### config.mk
export PLATFORM = sky130hd
export DESIGN_NAME = attribute_pixel_to_rgb_flat
export DESIGN_NICKNAME = d
export VERILOG_FILES = /design/src/design/apr_pkg.sv /design/src/design/apr_in_if.sv /design/src/design/apr_out_if.sv /design/src/design/apr_lane.sv /design/src/design/apr_border.sv /design/src/design/apr_merge.sv /design/src/design/attribute_pixel_to_rgb.sv /design/src/flat_wrapper.sv
export SDC_FILE = /design/constraint.sdc
export NUM_CORES = 1
export LEC_CHECK = 0
export ABC_CLOCK_PERIOD_IN_PS = 5800
export BUFFER_PORTS_ARGS = -buffer_cell sky130_fd_sc_hd__clkbuf_2
export CAP_MARGIN = 10
export CORE_MARGIN = 3
export CORE_UTILIZATION = 30
export CTS_CLUSTER_SIZE = 12
export DETAILED_ROUTE_END_ITERATION = 10
export GPL_ROUTABILITY_DRIVEN = 0
export PLACE_DENSITY_LB_ADDON = 0.25
export SLEW_MARGIN = 40
export SYNTH_ARGS = -nofsm -noshare
export SYNTH_HDL_FRONTEND = slang
export SYNTH_SLANG_ARGS = --single-unit
### constraint.sdc
create_clock -name clk -period 5.8 [get_ports clk]
set_input_delay 0.58 -clock clk [delete_from_list [all_inputs] [get_ports clk]]
set_output_delay 0.58 -clock clk [all_outputs]
set_load 0.03 [all_outputs]
### src/design/apr_pkg.sv
// Shared types, constants and colour functions for the attribute pixel decoder.
package apr_pkg;

	localparam int NumPixels = 8;

	typedef logic [23:0] pixel_t;
	typedef logic [7:0]  level_t;
	typedef logic [1:0]  mode_t;
	typedef logic [2:0]  border_sel_t;

	localparam mode_t MODE_SINGLE  = 2'd0;
	localparam mode_t MODE_AVERAGE = 2'd1;
	localparam mode_t MODE_BORDER  = 2'd2;

	localparam int BRIGHT_POS = 6;

	localparam level_t LEVEL_NORMAL = 8'hCD;
	localparam level_t LEVEL_BRIGHT = 8'hFF;

	localparam border_sel_t SEL_ZZ = 3'd0;
	localparam border_sel_t SEL_NN = 3'd1;
	localparam border_sel_t SEL_BB = 3'd2;
	localparam border_sel_t SEL_ZN = 3'd3;
	localparam border_sel_t SEL_NB = 3'd4;
	localparam border_sel_t SEL_ZB = 3'd5;

	function automatic level_t border_level(input border_sel_t sel);
		level_t lvl;
		case (sel)
			SEL_ZZ:  lvl = 8'h00;
			SEL_NN:  lvl = 8'h76;
			SEL_BB:  lvl = 8'hCD;
			SEL_ZN:  lvl = 8'hE9;
			SEL_NB:  lvl = 8'hFF;
			SEL_ZB:  lvl = 8'h9F;
			default: lvl = 8'h00;
		endcase
		return lvl;
	endfunction

	// index bit 0 blue, bit 1 red, bit 2 green
	function automatic pixel_t attr_colour(input logic bit_set, input logic [7:0] attr);
		logic [2:0] idx;
		level_t lvl;
		idx = bit_set ? attr[2:0] : attr[5:3];
		lvl = attr[BRIGHT_POS] ? LEVEL_BRIGHT : LEVEL_NORMAL;
		return {(idx[1] ? lvl : 8'h00), (idx[2] ? lvl : 8'h00), (idx[0] ? lvl : 8'h00)};
	endfunction

endpackage

### src/design/apr_in_if.sv
// Input channel: bitmap bytes and attributes with valid/ready.
interface apr_in_if;
	logic       valid;
	logic       ready;
	logic [7:0] pixels_a;
	logic [7:0] attr_a;
	logic [7:0] pixels_b;
	logic [7:0] attr_b;

	modport source(output valid, output pixels_a, output attr_a, output pixels_b,
		output attr_b, input ready);
	modport sink(input valid, input pixels_a, input attr_a, input pixels_b,
		input attr_b, output ready);
endinterface

### src/design/apr_out_if.sv
// Output channel: eight RGB888 pixels with valid/ready.
interface apr_out_if;
	logic        valid;
	logic        ready;
	logic [23:0] pixel_0;
	logic [23:0] pixel_1;
	logic [23:0] pixel_2;
	logic [23:0] pixel_3;
	logic [23:0] pixel_4;
	logic [23:0] pixel_5;
	logic [23:0] pixel_6;
	logic [23:0] pixel_7;

	modport source(output valid, output pixel_0, output pixel_1, output pixel_2,
		output pixel_3, output pixel_4, output pixel_5, output pixel_6,
		output pixel_7, input ready);
	modport sink(input valid, input pixel_0, input pixel_1, input pixel_2,
		input pixel_3, input pixel_4, input pixel_5, input pixel_6,
		input pixel_7, output ready);
endinterface

### src/design/apr_lane.sv
// One pixel lane: ink/paper colour lookup, optionally averaged over two frames.
module apr_lane import apr_pkg::*; (
	input  logic       bit_a,
	input  logic [7:0] attr_a,
	input  logic       bit_b,
	input  logic [7:0] attr_b,
	input  logic       average,
	output pixel_t     colour
);

	pixel_t     col_a;
	pixel_t     col_b;
	logic [8:0] sum_r;
	logic [8:0] sum_g;
	logic [8:0] sum_b;

	always_comb begin
		col_a = attr_colour(bit_a, attr_a);
		col_b = attr_colour(bit_b, attr_b);
		sum_r = {1'b0, col_a[23:16]} + {1'b0, col_b[23:16]};
		sum_g = {1'b0, col_a[15:8]} + {1'b0, col_b[15:8]};
		sum_b = {1'b0, col_a[7:0]} + {1'b0, col_b[7:0]};
		if (average) begin
			colour = {sum_r[8:1], sum_g[8:1], sum_b[8:1]};
		end else begin
			colour = col_a;
		end
	end

endmodule

### src/design/apr_border.sv
// Merged border colour from two attributes' ink and bright classes.
module apr_border import apr_pkg::*; (
	input  logic [7:0] attr_a,
	input  logic [7:0] attr_b,
	output pixel_t     colour
);

	logic        z0, z1, n0, n1, b0, b1;
	border_sel_t sel;
	level_t      lvl;
	logic [8:0]  sum_r;
	logic [8:0]  sum_g;
	logic [8:0]  sum_b;

	always_comb begin
		b0 = attr_a[BRIGHT_POS];
		b1 = attr_b[BRIGHT_POS];
		z0 = (attr_a[2:0] == 3'd0);
		z1 = (attr_b[2:0] == 3'd0);
		n0 = !z0 && !b0;
		n1 = !z1 && !b1;
		if (z0 && z1) begin
			sel = SEL_ZZ;
		end else if (n0 && n1) begin
			sel = SEL_NN;
		end else if (b0 && b1) begin
			sel = SEL_BB;
		end else if (z0 && n1) begin
			sel = SEL_ZN;
		end else if (n0 && b1) begin
			sel = SEL_NB;
		end else if (z0 && b1) begin
			sel = SEL_ZB;
		end else begin
			sel = SEL_ZZ;
		end
		lvl   = border_level(sel);
		sum_b = {1'b0, attr_a[0] ? lvl : 8'h00} + {1'b0, attr_b[0] ? lvl : 8'h00};
		sum_r = {1'b0, attr_a[1] ? lvl : 8'h00} + {1'b0, attr_b[1] ? lvl : 8'h00};
		sum_g = {1'b0, attr_a[2] ? lvl : 8'h00} + {1'b0, attr_b[2] ? lvl : 8'h00};
		colour = {sum_r[8:1], sum_g[8:1], sum_b[8:1]};
	end

endmodule

### src/design/apr_merge.sv
// Merge stage: picks lane or border colours and holds them in the output register.
module apr_merge import apr_pkg::*; (
	input  logic   clk,
	input  logic   arst_n,
	input  logic   in_valid,
	output logic   in_ready,
	input  mode_t  mode,
	input  pixel_t lane_colour [NumPixels],
	input  pixel_t fill_colour,
	output logic   out_valid,
	input  logic   out_ready,
	output pixel_t pixel_q [NumPixels]
);

	logic valid_q;
	logic load;

	assign in_ready  = !valid_q || out_ready;
	assign load      = in_valid && in_ready;
	assign out_valid = valid_q;

	always_ff @(posedge clk or negedge arst_n) begin
		if (!arst_n) begin
			valid_q <= 1'b0;
		end else if (load) begin
			valid_q <= 1'b1;
		end else if (out_ready) begin
			valid_q <= 1'b0;
		end
	end

	always_ff @(posedge clk) begin
		if (load) begin
			for (int i = 0; i < NumPixels; i++) begin
				pixel_q[i] <= (mode == MODE_BORDER) ? fill_colour : lane_colour[i];
			end
		end
	end

endmodule

### src/design/attribute_pixel_to_rgb.sv
// Attribute pixel decoder top level: eight lanes, border unit and output register.
//
// Input channel pix_in carries one bitmap byte and attribute (plus a second
// pair for averaging) per word; output channel pix_out carries eight RGB888
// pixels, pixel_0 leftmost. Both use valid/ready, a word moving when both
// are high.
// cfg_we/cfg_data write decode_mode: 0 single decode, 1 two-frame average,
// 2 border fill (3 acts as 0). Write only while no word is in flight.
// An accepted input word is registered and valid at the output in the next cycle.
// Throughput: one word per cycle while the receiver does not stall; eight
// lanes decode all pixels at once into the single output register.
// A stalled receiver holds the output word; pix_in.ready stays high
// while the register is empty or being drained in the same cycle.
// Reset clears the output valid flag and sets decode_mode to 0.
module attribute_pixel_to_rgb import apr_pkg::*; (
	input  logic       clk,
	input  logic       arst_n,
	input  logic       cfg_we,
	input  logic [1:0] cfg_data,
	apr_in_if.sink     pix_in,
	apr_out_if.source  pix_out
);

	mode_t  mode_q;
	pixel_t lane_colour [NumPixels];
	pixel_t fill_colour;
	pixel_t pixel_q [NumPixels];
	logic   average;

	always_ff @(posedge clk or negedge arst_n) begin
		if (!arst_n) begin
			mode_q <= MODE_SINGLE;
		end else if (cfg_we) begin
			mode_q <= cfg_data;
		end
	end

	assign average = (mode_q == MODE_AVERAGE);

	for (genvar g = 0; g < NumPixels; g++) begin : g_lane
		apr_lane u_lane (
			.bit_a  (pix_in.pixels_a[NumPixels-1-g]),
			.attr_a (pix_in.attr_a),
			.bit_b  (pix_in.pixels_b[NumPixels-1-g]),
			.attr_b (pix_in.attr_b),
			.average(average),
			.colour (lane_colour[g])
		);
	end

	apr_border u_border (
		.attr_a(pix_in.attr_a),
		.attr_b(pix_in.attr_b),
		.colour(fill_colour)
	);

	apr_merge u_merge (
		.clk        (clk),
		.arst_n     (arst_n),
		.in_valid   (pix_in.valid),
		.in_ready   (pix_in.ready),
		.mode       (mode_q),
		.lane_colour(lane_colour),
		.fill_colour(fill_colour),
		.out_valid  (pix_out.valid),
		.out_ready  (pix_out.ready),
		.pixel_q    (pixel_q)
	);

	assign pix_out.pixel_0 = pixel_q[0];
	assign pix_out.pixel_1 = pixel_q[1];
	assign pix_out.pixel_2 = pixel_q[2];
	assign pix_out.pixel_3 = pixel_q[3];
	assign pix_out.pixel_4 = pixel_q[4];
	assign pix_out.pixel_5 = pixel_q[5];
	assign pix_out.pixel_6 = pixel_q[6];
	assign pix_out.pixel_7 = pixel_q[7];

endmodule

### src/flat_wrapper.sv
// flat-port wrapper written by rule: the top's interface ports become plain ports
module attribute_pixel_to_rgb_flat import apr_pkg::*;
  (clk, arst_n, cfg_we, cfg_data, pix_in_valid, pix_in_pixels_a, pix_in_attr_a, pix_in_pixels_b, pix_in_attr_b, pix_in_ready, pix_out_valid, pix_out_pixel_0, pix_out_pixel_1, pix_out_pixel_2, pix_out_pixel_3, pix_out_pixel_4, pix_out_pixel_5, pix_out_pixel_6, pix_out_pixel_7, pix_out_ready);
  apr_in_if pix_in_i ();
  apr_out_if pix_out_i ();
  input  logic clk;
  input  logic arst_n;
  input  logic cfg_we;
  input  logic [1:0] cfg_data;
  input wire logic [$bits(pix_in_i.valid)-1:0] pix_in_valid;
  input wire logic [$bits(pix_in_i.pixels_a)-1:0] pix_in_pixels_a;
  input wire logic [$bits(pix_in_i.attr_a)-1:0] pix_in_attr_a;
  input wire logic [$bits(pix_in_i.pixels_b)-1:0] pix_in_pixels_b;
  input wire logic [$bits(pix_in_i.attr_b)-1:0] pix_in_attr_b;
  output wire logic [$bits(pix_in_i.ready)-1:0] pix_in_ready;
  output wire logic [$bits(pix_out_i.valid)-1:0] pix_out_valid;
  output wire logic [$bits(pix_out_i.pixel_0)-1:0] pix_out_pixel_0;
  output wire logic [$bits(pix_out_i.pixel_1)-1:0] pix_out_pixel_1;
  output wire logic [$bits(pix_out_i.pixel_2)-1:0] pix_out_pixel_2;
  output wire logic [$bits(pix_out_i.pixel_3)-1:0] pix_out_pixel_3;
  output wire logic [$bits(pix_out_i.pixel_4)-1:0] pix_out_pixel_4;
  output wire logic [$bits(pix_out_i.pixel_5)-1:0] pix_out_pixel_5;
  output wire logic [$bits(pix_out_i.pixel_6)-1:0] pix_out_pixel_6;
  output wire logic [$bits(pix_out_i.pixel_7)-1:0] pix_out_pixel_7;
  input wire logic [$bits(pix_out_i.ready)-1:0] pix_out_ready;
  assign pix_in_i.valid = pix_in_valid;
  assign pix_in_i.pixels_a = pix_in_pixels_a;
  assign pix_in_i.attr_a = pix_in_attr_a;
  assign pix_in_i.pixels_b = pix_in_pixels_b;
  assign pix_in_i.attr_b = pix_in_attr_b;
  assign pix_in_ready = pix_in_i.ready;
  assign pix_out_valid = pix_out_i.valid;
  assign pix_out_pixel_0 = pix_out_i.pixel_0;
  assign pix_out_pixel_1 = pix_out_i.pixel_1;
  assign pix_out_pixel_2 = pix_out_i.pixel_2;
  assign pix_out_pixel_3 = pix_out_i.pixel_3;
  assign pix_out_pixel_4 = pix_out_i.pixel_4;
  assign pix_out_pixel_5 = pix_out_i.pixel_5;
  assign pix_out_pixel_6 = pix_out_i.pixel_6;
  assign pix_out_pixel_7 = pix_out_i.pixel_7;
  assign pix_out_i.ready = pix_out_ready;
  attribute_pixel_to_rgb u_core (.clk(clk), .arst_n(arst_n), .cfg_we(cfg_we), .cfg_data(cfg_data), .pix_in(pix_in_i), .pix_out(pix_out_i));
endmodule
==> results of run 1 <==
-- synth_stat cells (all sizes together), types with 22 or more instances --
cell | number | area (µm²)
nand3 | 48 | 240
ha | 79 | 988
clkbuf | 70 | 264
edfxtp | 192 | 5770
fa | 50 | 1000
and2 | 71 | 445
nand2b | 24 | 150
a31oi | 39 | 244
nand2 | 165 | 622
nor2 | 181 | 679
xor2 | 34 | 298
inv | 81 | 304
o21ai | 126 | 631
o32ai | 24 | 210
o221ai | 22 | 193
a21oi | 133 | 666
o22ai | 25 | 156
nor2b | 26 | 163
mux2 | 47 | 529
a21o | 34 | 255
-- timing repair --
item                       CTS  global route
hold buffers                 1             0
buffers inserted             0             0
setup endpoints to repair    0             0
hold endpoints to repair     3             0
-- layout make-up --
class	count	area (µm²)
Inverter	82	310
Tap cell	672	841
Sequential cell	195	5850
Timing Repair Buffer	249	1310
Fill cell	5106	32600
Multi-Input combinational cell	1302	9010
Clock buffer	18	429
Clock inverter	14	160
-- worst max-delay path, stage by stage --
cell and delay (ns):
clkbuf_2 0.21, or3_2 0.53, o21ai_0 0.22, o21a_1 0.40, nor2b_1 0.10, ha_1 0.44, nand4b_1 0.16, nand2_1 0.16
a311oi_1 0.13, a311oi_2 0.73, o211ai_1 0.17
-- power by group --
part	switching, mW	internal [mW]
registers	0.0873	1.78
clock network	0.629	0.579
logic	1.25	0.596
total	1.97	2.95
-- metal layers --
layer	vias up	wire [µm]	GRT usage [%]
met5	-	71	0
met4	12	1070	5.18
met3	72	3690	3.94
met2	503	23700	29.6
met1	6478	25400	28.3
li1	6497	-	-
-- cells in the final DEF (no fill, tap or decap), types with 22 or more instances in the layout --
master and count:
o221ai_1 22, o21ai_0 122, nor2_1 178, nor2b_1 25, edfxtp_1 192, o22ai_1 25
nand3_1 48, clkbuf_2 230, and2_1 69, inv_1 80, xor2_1 34, a31oi_1 39
ha_1 79, fa_1 50, a21oi_1 133, o32ai_1 24, mux2_2 47, nand2b_1 24
nand2_1 163, a21o_1 34
-- cells by family after synthesis --
| kind of cell | after synthesis |
|---|---|
| simple gates | 568 |
| compound gates | 501 |
| flops | 195 |
| buf+inv | 170 |
| fa+ha+maj | 129 |
| mux | 57 |
| xor+xnor | 47 |
-- state kept, by name, indices dropped and copies added (netlist names) --
signal                    count
u_core.mode_q                 2
u_core.u_merge.pixel_q      192
u_core.u_merge.out_valid      1
-- stage by stage --
step           hold WS (ns)  setup slack [ns]  instance area (µm²)  utilization, %  instances
2_1_floorplan         0.284              2.02                15500               -       1667
4_1_cts               0.282              2.02                17900            35.5       2532
6_report              0.312              2.14                17900            35.5       2532
3_3_place_gp          0.396              1.56                17300            34.2       2499
5_1_grt               0.310              1.90                17900            35.5       2532
3_5_place_dp          0.398              1.51                17300            34.3       2499
-- how the worst max path moves through the flow --
stage | from | to | slack [ns]
2_1_floorplan | pix_out_ready | u_core.u_merge.pixel_q[0] | 2.02
4_1_cts | pix_in_attr_a[0] | u_core.u_merge.pixel_q[13] | 2.02
3_3_place_gp | pix_in_attr_a[0] | u_core.u_merge.pixel_q[13] | 1.56
3_5_place_dp | pix_in_attr_a[0] | u_core.u_merge.pixel_q[13] | 1.51
6_report | pix_in_attr_b[2] | u_core.u_merge.pixel_q[166] | 2.14
5_1_grt | pix_in_attr_b[2] | u_core.u_merge.pixel_q[166] | 1.90
==> results.md, run 1 <==
* Status: finished, final reports clean
* Min-Delay Endpoint: u_core.u_merge.out_valid
* Skew final at 0.0103 ns
* Post-Synth Adder-Cell Area at 12.9%
* Final Power at 4.92 mW
* Synthesized flop and latch total at 195
* Clk buf depth at 2
* First-pass GRT wire length at 80.3 mm
* CTS H-Tree Depth at 4
* Port bufs at 230
* Share of cell area taken by muxes after synthesis at 4.07%
* Clk sinks at 195
* Cell Area, Synth at 15500 µm²
* Drt wl/cell at 21.3 µm
* Leakage power total at 7.53 nW
* CTS tree: built
* IO Count at 233
* CTS buffer count at 17
* Yosys warns at 0
* Final Setup Violations at 0
* Worst hold path startpoint: pix_in_valid
* Clock root buffer: clkbuf_16
* Max VDD drop at 198 µV
* Hold Path Class: input pin to flip-flop
* Syn_area_per_cell at 9.27 µm²
* R2R setup slack at 2.39 ns
* Via Count at 13600
* Worst-margin pin slew at 0.848 ns
* Drt total wl at 53.9 mm
* Fraction of registers with async set/reset at 1.54%
* Worst Path Max Fanout at 15
* Initial Util at 30.6%
* Total track usage at 19.5%
* Slew Limit Fails at 0
* Main combinational cell family by area after synthesis: compound AO/OA/AOI/OAI gates
* Die X at 233 µm
* Layout area overhead at 15.9%
* Number of global-route vias before repair at 12800
* Register area share after synthesis at 37.8%
* Top_reg_cell synth: edfxtp_1
* Core Rows at 82
* Drc violations at 0
* Max_cap viols at 0
* Final #Nets at 2015
* R2r startpoint: u_core.mode_q[1]
* Hold Crit Depth at 2
* Core area at 50500 µm²
* Die ar. at 54300 µm²
* Rel. slew slack at 43.4%
* Initial antenna violation count at 6
* Clock network latency to the later pin of the worst-skew pair at 0.48 ns
* Final worst-path cycle share at 63.0%
* Post_cts resized at 0
* Unique cell type count in the Yosys netlist at 70
* CP Data Arrival Time at 3.83 ns
* Tmin final at 3.66 ns
* Simple-Gate Fraction of Synth Area at 17.2%
* Power per Cell Area at 275 nW/µm²
* Drt pass-1 iters at 5
* Post-synthesis xor/xnor area fraction at 2.66%
* Worst Path Class, Setup: input pin to flip-flop
* Largest net degree at the start of global routing at 91
* Mapped Cells at 1667
* Clock slew at reported path FFs at 0.08 ns
* Die H at 233 µm
* Crit. End Element: flip-flop
* DP Wirelength at 39.7 mm
* Initial DRC Count at 1306
* Syn nets at 1835
* Unrepaired setup endpoints after global routing: no
* Cell depth of the worst flop-to-flop path at 8
* Post-DR vias/cell at 5.36
* Synth Area in Compound Gates at 21.2%
* # diodes at 0
* Post-synth EDFFs at 192
* Startpoint Class: input pin
* CP required at 5.98 ns
* FF-to-FF End: u_core.u_merge.pixel_q[6]
* F_max at 0.273 GHz
* Share of cells above drive strength 1 at 18.9%
* Final hold violations at 0
* Final setup TNS at 0 ns
* GRT overflow at 0
* Detail Route Antenna Nets at 0
No activity file was read; power rests on OpenSTA's default activity.
==> run 2: changes to the inputs <==
Settings changed: ABC_AREA from default to 1, ABC_CLOCK_PERIOD_IN_PS 5800 to 3400.
Clock period 5.8 ns to 3.4 ns, I/O delays scaled along.
==> run 2 against run 1 <==
  * Power grew 61%
  * Clock power increased by 70%
  * Die area down 6.9%
  * Clock-buffer cell count up 1
  * Routed wire length shrank 12%
  * Setup slack worse by 1.6 ns
  * Flip-flop and latch count stayed put
  * Clock skew increased by 0.0090 ns
  * Non-clock buffer count rose by 30
  * Largest power group unchanged
==> results.md, run 2 <==
* Slowest stage cell, crit path: o21ai_2
* F_max at 0.348 GHz
* Clock network latency to the later pin of the worst-skew pair at 0.47 ns
* CP required at 3.58 ns
* First-pass GRT wire length at 71.1 mm
* Clk buf depth at 2
* Die X at 225 µm
* Slew Limit Fails at 0
* Clock root buffer: clkbuf_16
* Yosys warns at 0
* Sw Pwr at 2.99 mW
* DP Wirelength at 35.9 mm
* Share of cells above drive strength 1 at 17.8%
* Register area share after synthesis at 40.7%
* Sw frac at 37.8%
* Top cells by count, synth: 522 x nand2_1, 217 x o21ai_0, 192 x edfxtp_1
* CTS buffer count at 17
* Core area at 47000 µm²
* Final worst-path cycle share at 84.6%
* Detail Route Antenna Nets at 0
* Bufs and invs on worst path at 7
* CP most frequent cell: inv_1
* Skew final at 0.0193 ns
* CTS tree: built
* Place WS at 0.101 ns
* Core Rows at 79
* Sequential power share at 39.1%
* Final hold violations at 0
* Crit path depth at 21
* Final Util at 36.3%
* IO Count at 233
* Cell Area, Synth at 14400 µm²
* Post-synth EDFFs at 192
* Internal power at 4.92 mW
* Cts hold-fix bufs at 1
* Largest net degree at the start of global routing at 116
* Largest cells by area after synthesis: edfxtp_1 40%, nand2_1 14%, o21ai_0 7.6%
* Post_cts resized at 0
* Fraction of registers with async set/reset at 1.54%
* CP Data Arrival Time at 3.05 ns
* Status: finished, final reports clean
* Tmin final at 2.88 ns
* Worst Path Class, Setup: input pin to flip-flop
* Mapped Cells at 1762
* Post-route insts no fill at 2621
* Initial Util at 30.6%
* Unique cell type count in the Yosys netlist at 39
* Synthesized flop and latch total at 195
* Yosys top cell area share at 40.2%
* Via Count at 13100
* Most frequent cell after synthesis: nand2_1
* Placed inst area at 16500 µm²
* Placed Cells at 2586
* Drt wl/cell at 18.1 µm
* Final Power at 7.91 mW
* Drc violations at 0
* Hold Crit Depth at 3
* Post-DR vias/cell at 4.99
* Crit. End Element: flip-flop
* Worst Path Max Fanout at 8
* GRT overflow at 0
* Max reg flops at 192
* Rel. slew slack at 54.3%
* Hold Path Class: input pin to flip-flop
* Leakage power total at 8.22 nW
* Yosys top cell by area: edfxtp_1
* Leading cell type in the layout, fill and taps excluded: nand2_1
* Layout area overhead at 18.8%
* Initial antenna violation count at 6
* Critical-path cell list: clkbuf_2, inv_2, nand2_4, nor2_4, nand2_2, nand2_1, inv_1, nor2_1, inv_1, nand2_1, inv_1, ha_1, inv_1, fa_1, inv_1, a21oi_1, nor2_1, nor2_1, o21ai_0, o21ai_2, o21ai_0
* Port bufs at 230
* Final WS setup at 0.523 ns
* Drt total wl at 47.5 mm
* Unrepaired setup endpoints after global routing: no
* Syn_area_per_cell at 8.15 µm²
* Final #Nets at 2167
* Die ar. at 50500 µm²
* Cell depth of the worst flop-to-flop path at 7
* Top_reg_cell synth: edfxtp_1
* Comb pwr share at 34.8%
* Clock share of power at 26.1%
* Max stage delay on crit path at 0.47 ns
* Die H at 225 µm
* Setup bufs post-CTS at 0
* Worst-margin pin slew at 0.685 ns
* Max VDD drop at 309 µV
* Power per Cell Area at 464 nW/µm²
* Largest reg by FF count: u_core.u_merge.pixel_q
* CP top delay family: compound AO/OA/AOI/OAI gates
* Clock slew at reported path FFs at 0.08 ns
* Fin area at 17100 µm²
* Final Setup Violations at 0
* Startpoint Class: input pin
* Initial DRC Count at 992
* Clk sinks at 195
* Most frequent cells in the layout: 522 x nand2_1, 230 x clkbuf_2, 217 x o21ai_0
* Max_cap viols at 0
* CTS H-Tree Depth at 4
* Drt pass-1 iters at 5
* Number of global-route vias before repair at 12900
* Total track usage at 18.5%
* Syn nets at 1930
==> run 2: changes by cell type after synthesis, moves of 34 or more <==
cell,before,now
nor2_1,181,136
a21oi_1,133,167
o21ai_0,123,217
a31oi_1,39,5
and2_1,70,0
mux2_2,47,0
nand2_1,164,522
inv_1,80,159
==> run 2: metrics by stage <==
stage | setup TNS (ns) | hold slack (ns)
4_1_cts | 0 | 0.0429
3_5_place_dp | 0 | 0.155
5_1_grt | 0 | 0.0526
3_3_place_gp | 0 | 0.154
6_report | 0 | 0.0760
2_1_floorplan | -135.70 | 0.0444
==> run 2: cell families (layout without fill, tap and decap cells) <==
logic type	after synthesis	after routing	synth area share, %
compound gates	462	462	17.3
other cells	0	2	0
simple gates	724	724	20.2
fa+ha+maj	129	129	13.9
flops	195	195	40.7
buf+inv	228	478	6.41
xor+xnor	24	24	1.46
==> run 2: worst paths after layout <==
path	start	endpoint	slack, ns
worst max-delay path	pix_in_attr_b[1]	u_core.u_merge.pixel_q[54]	0.52
worst min-delay path	cfg_data[1]	u_core.mode_q[1]	0.08
worst max register to register	u_core.mode_q[0]	u_core.u_merge.pixel_q[76]	1.16
worst min register to register	u_core.u_merge.out_valid	u_core.u_merge.out_valid	0.55
max in group asynchronous	arst_n	u_core.u_merge.out_valid	3.06
min in group asynchronous	arst_n	u_core.mode_q[0]	0.20
==> run 2: power groups by stage <==
stage,combinational [mW],sequential (mW),clock [mW]
after floorplan,1.44,3.62,0
after global placement,2.72,3.16,0
after detailed placement,2.75,3.16,0
after CTS,2.76,3.11,2.12
after global routing,3.05,3.12,2.21
final,2.75,3.10,2.06
==> run 2: final cells by class <==
| type | instances | area, µm² |
|---|---|---|
| Inverter | 167 | 636 |
| Sequential cell | 195 | 5840 |
| Clock buffer | 19 | 433 |
| Tap cell | 607 | 759 |
| Multi-Input combinational cell | 1339 | 7620 |
| Timing Repair Buffer | 279 | 1610 |
| Antenna cell | 2 | 5.00 |
| Clock inverter | 13 | 154 |
| Fill cell | 4812 | 29900 |
==> run 2: worst register-to-register path: stages (launching register included) <==
cell and delay, ns:
dfrtp_1 0.41, inv_2 0.07, nor2_4 0.37, buf_12 0.34
nor2_1 0.24, nand2_1 0.13, a21boi_0 0.27, o21ai_0 0.13
==> run 2: per-layer routing <==
metal	up-vias	routed length, µm	track usage [%]
met2	430	22200	30.4
met3	75	3180	4.74
met1	6189	20800	23.7
met4	8	1190	6.46
met5	-	51	0
li1	6384	-	-
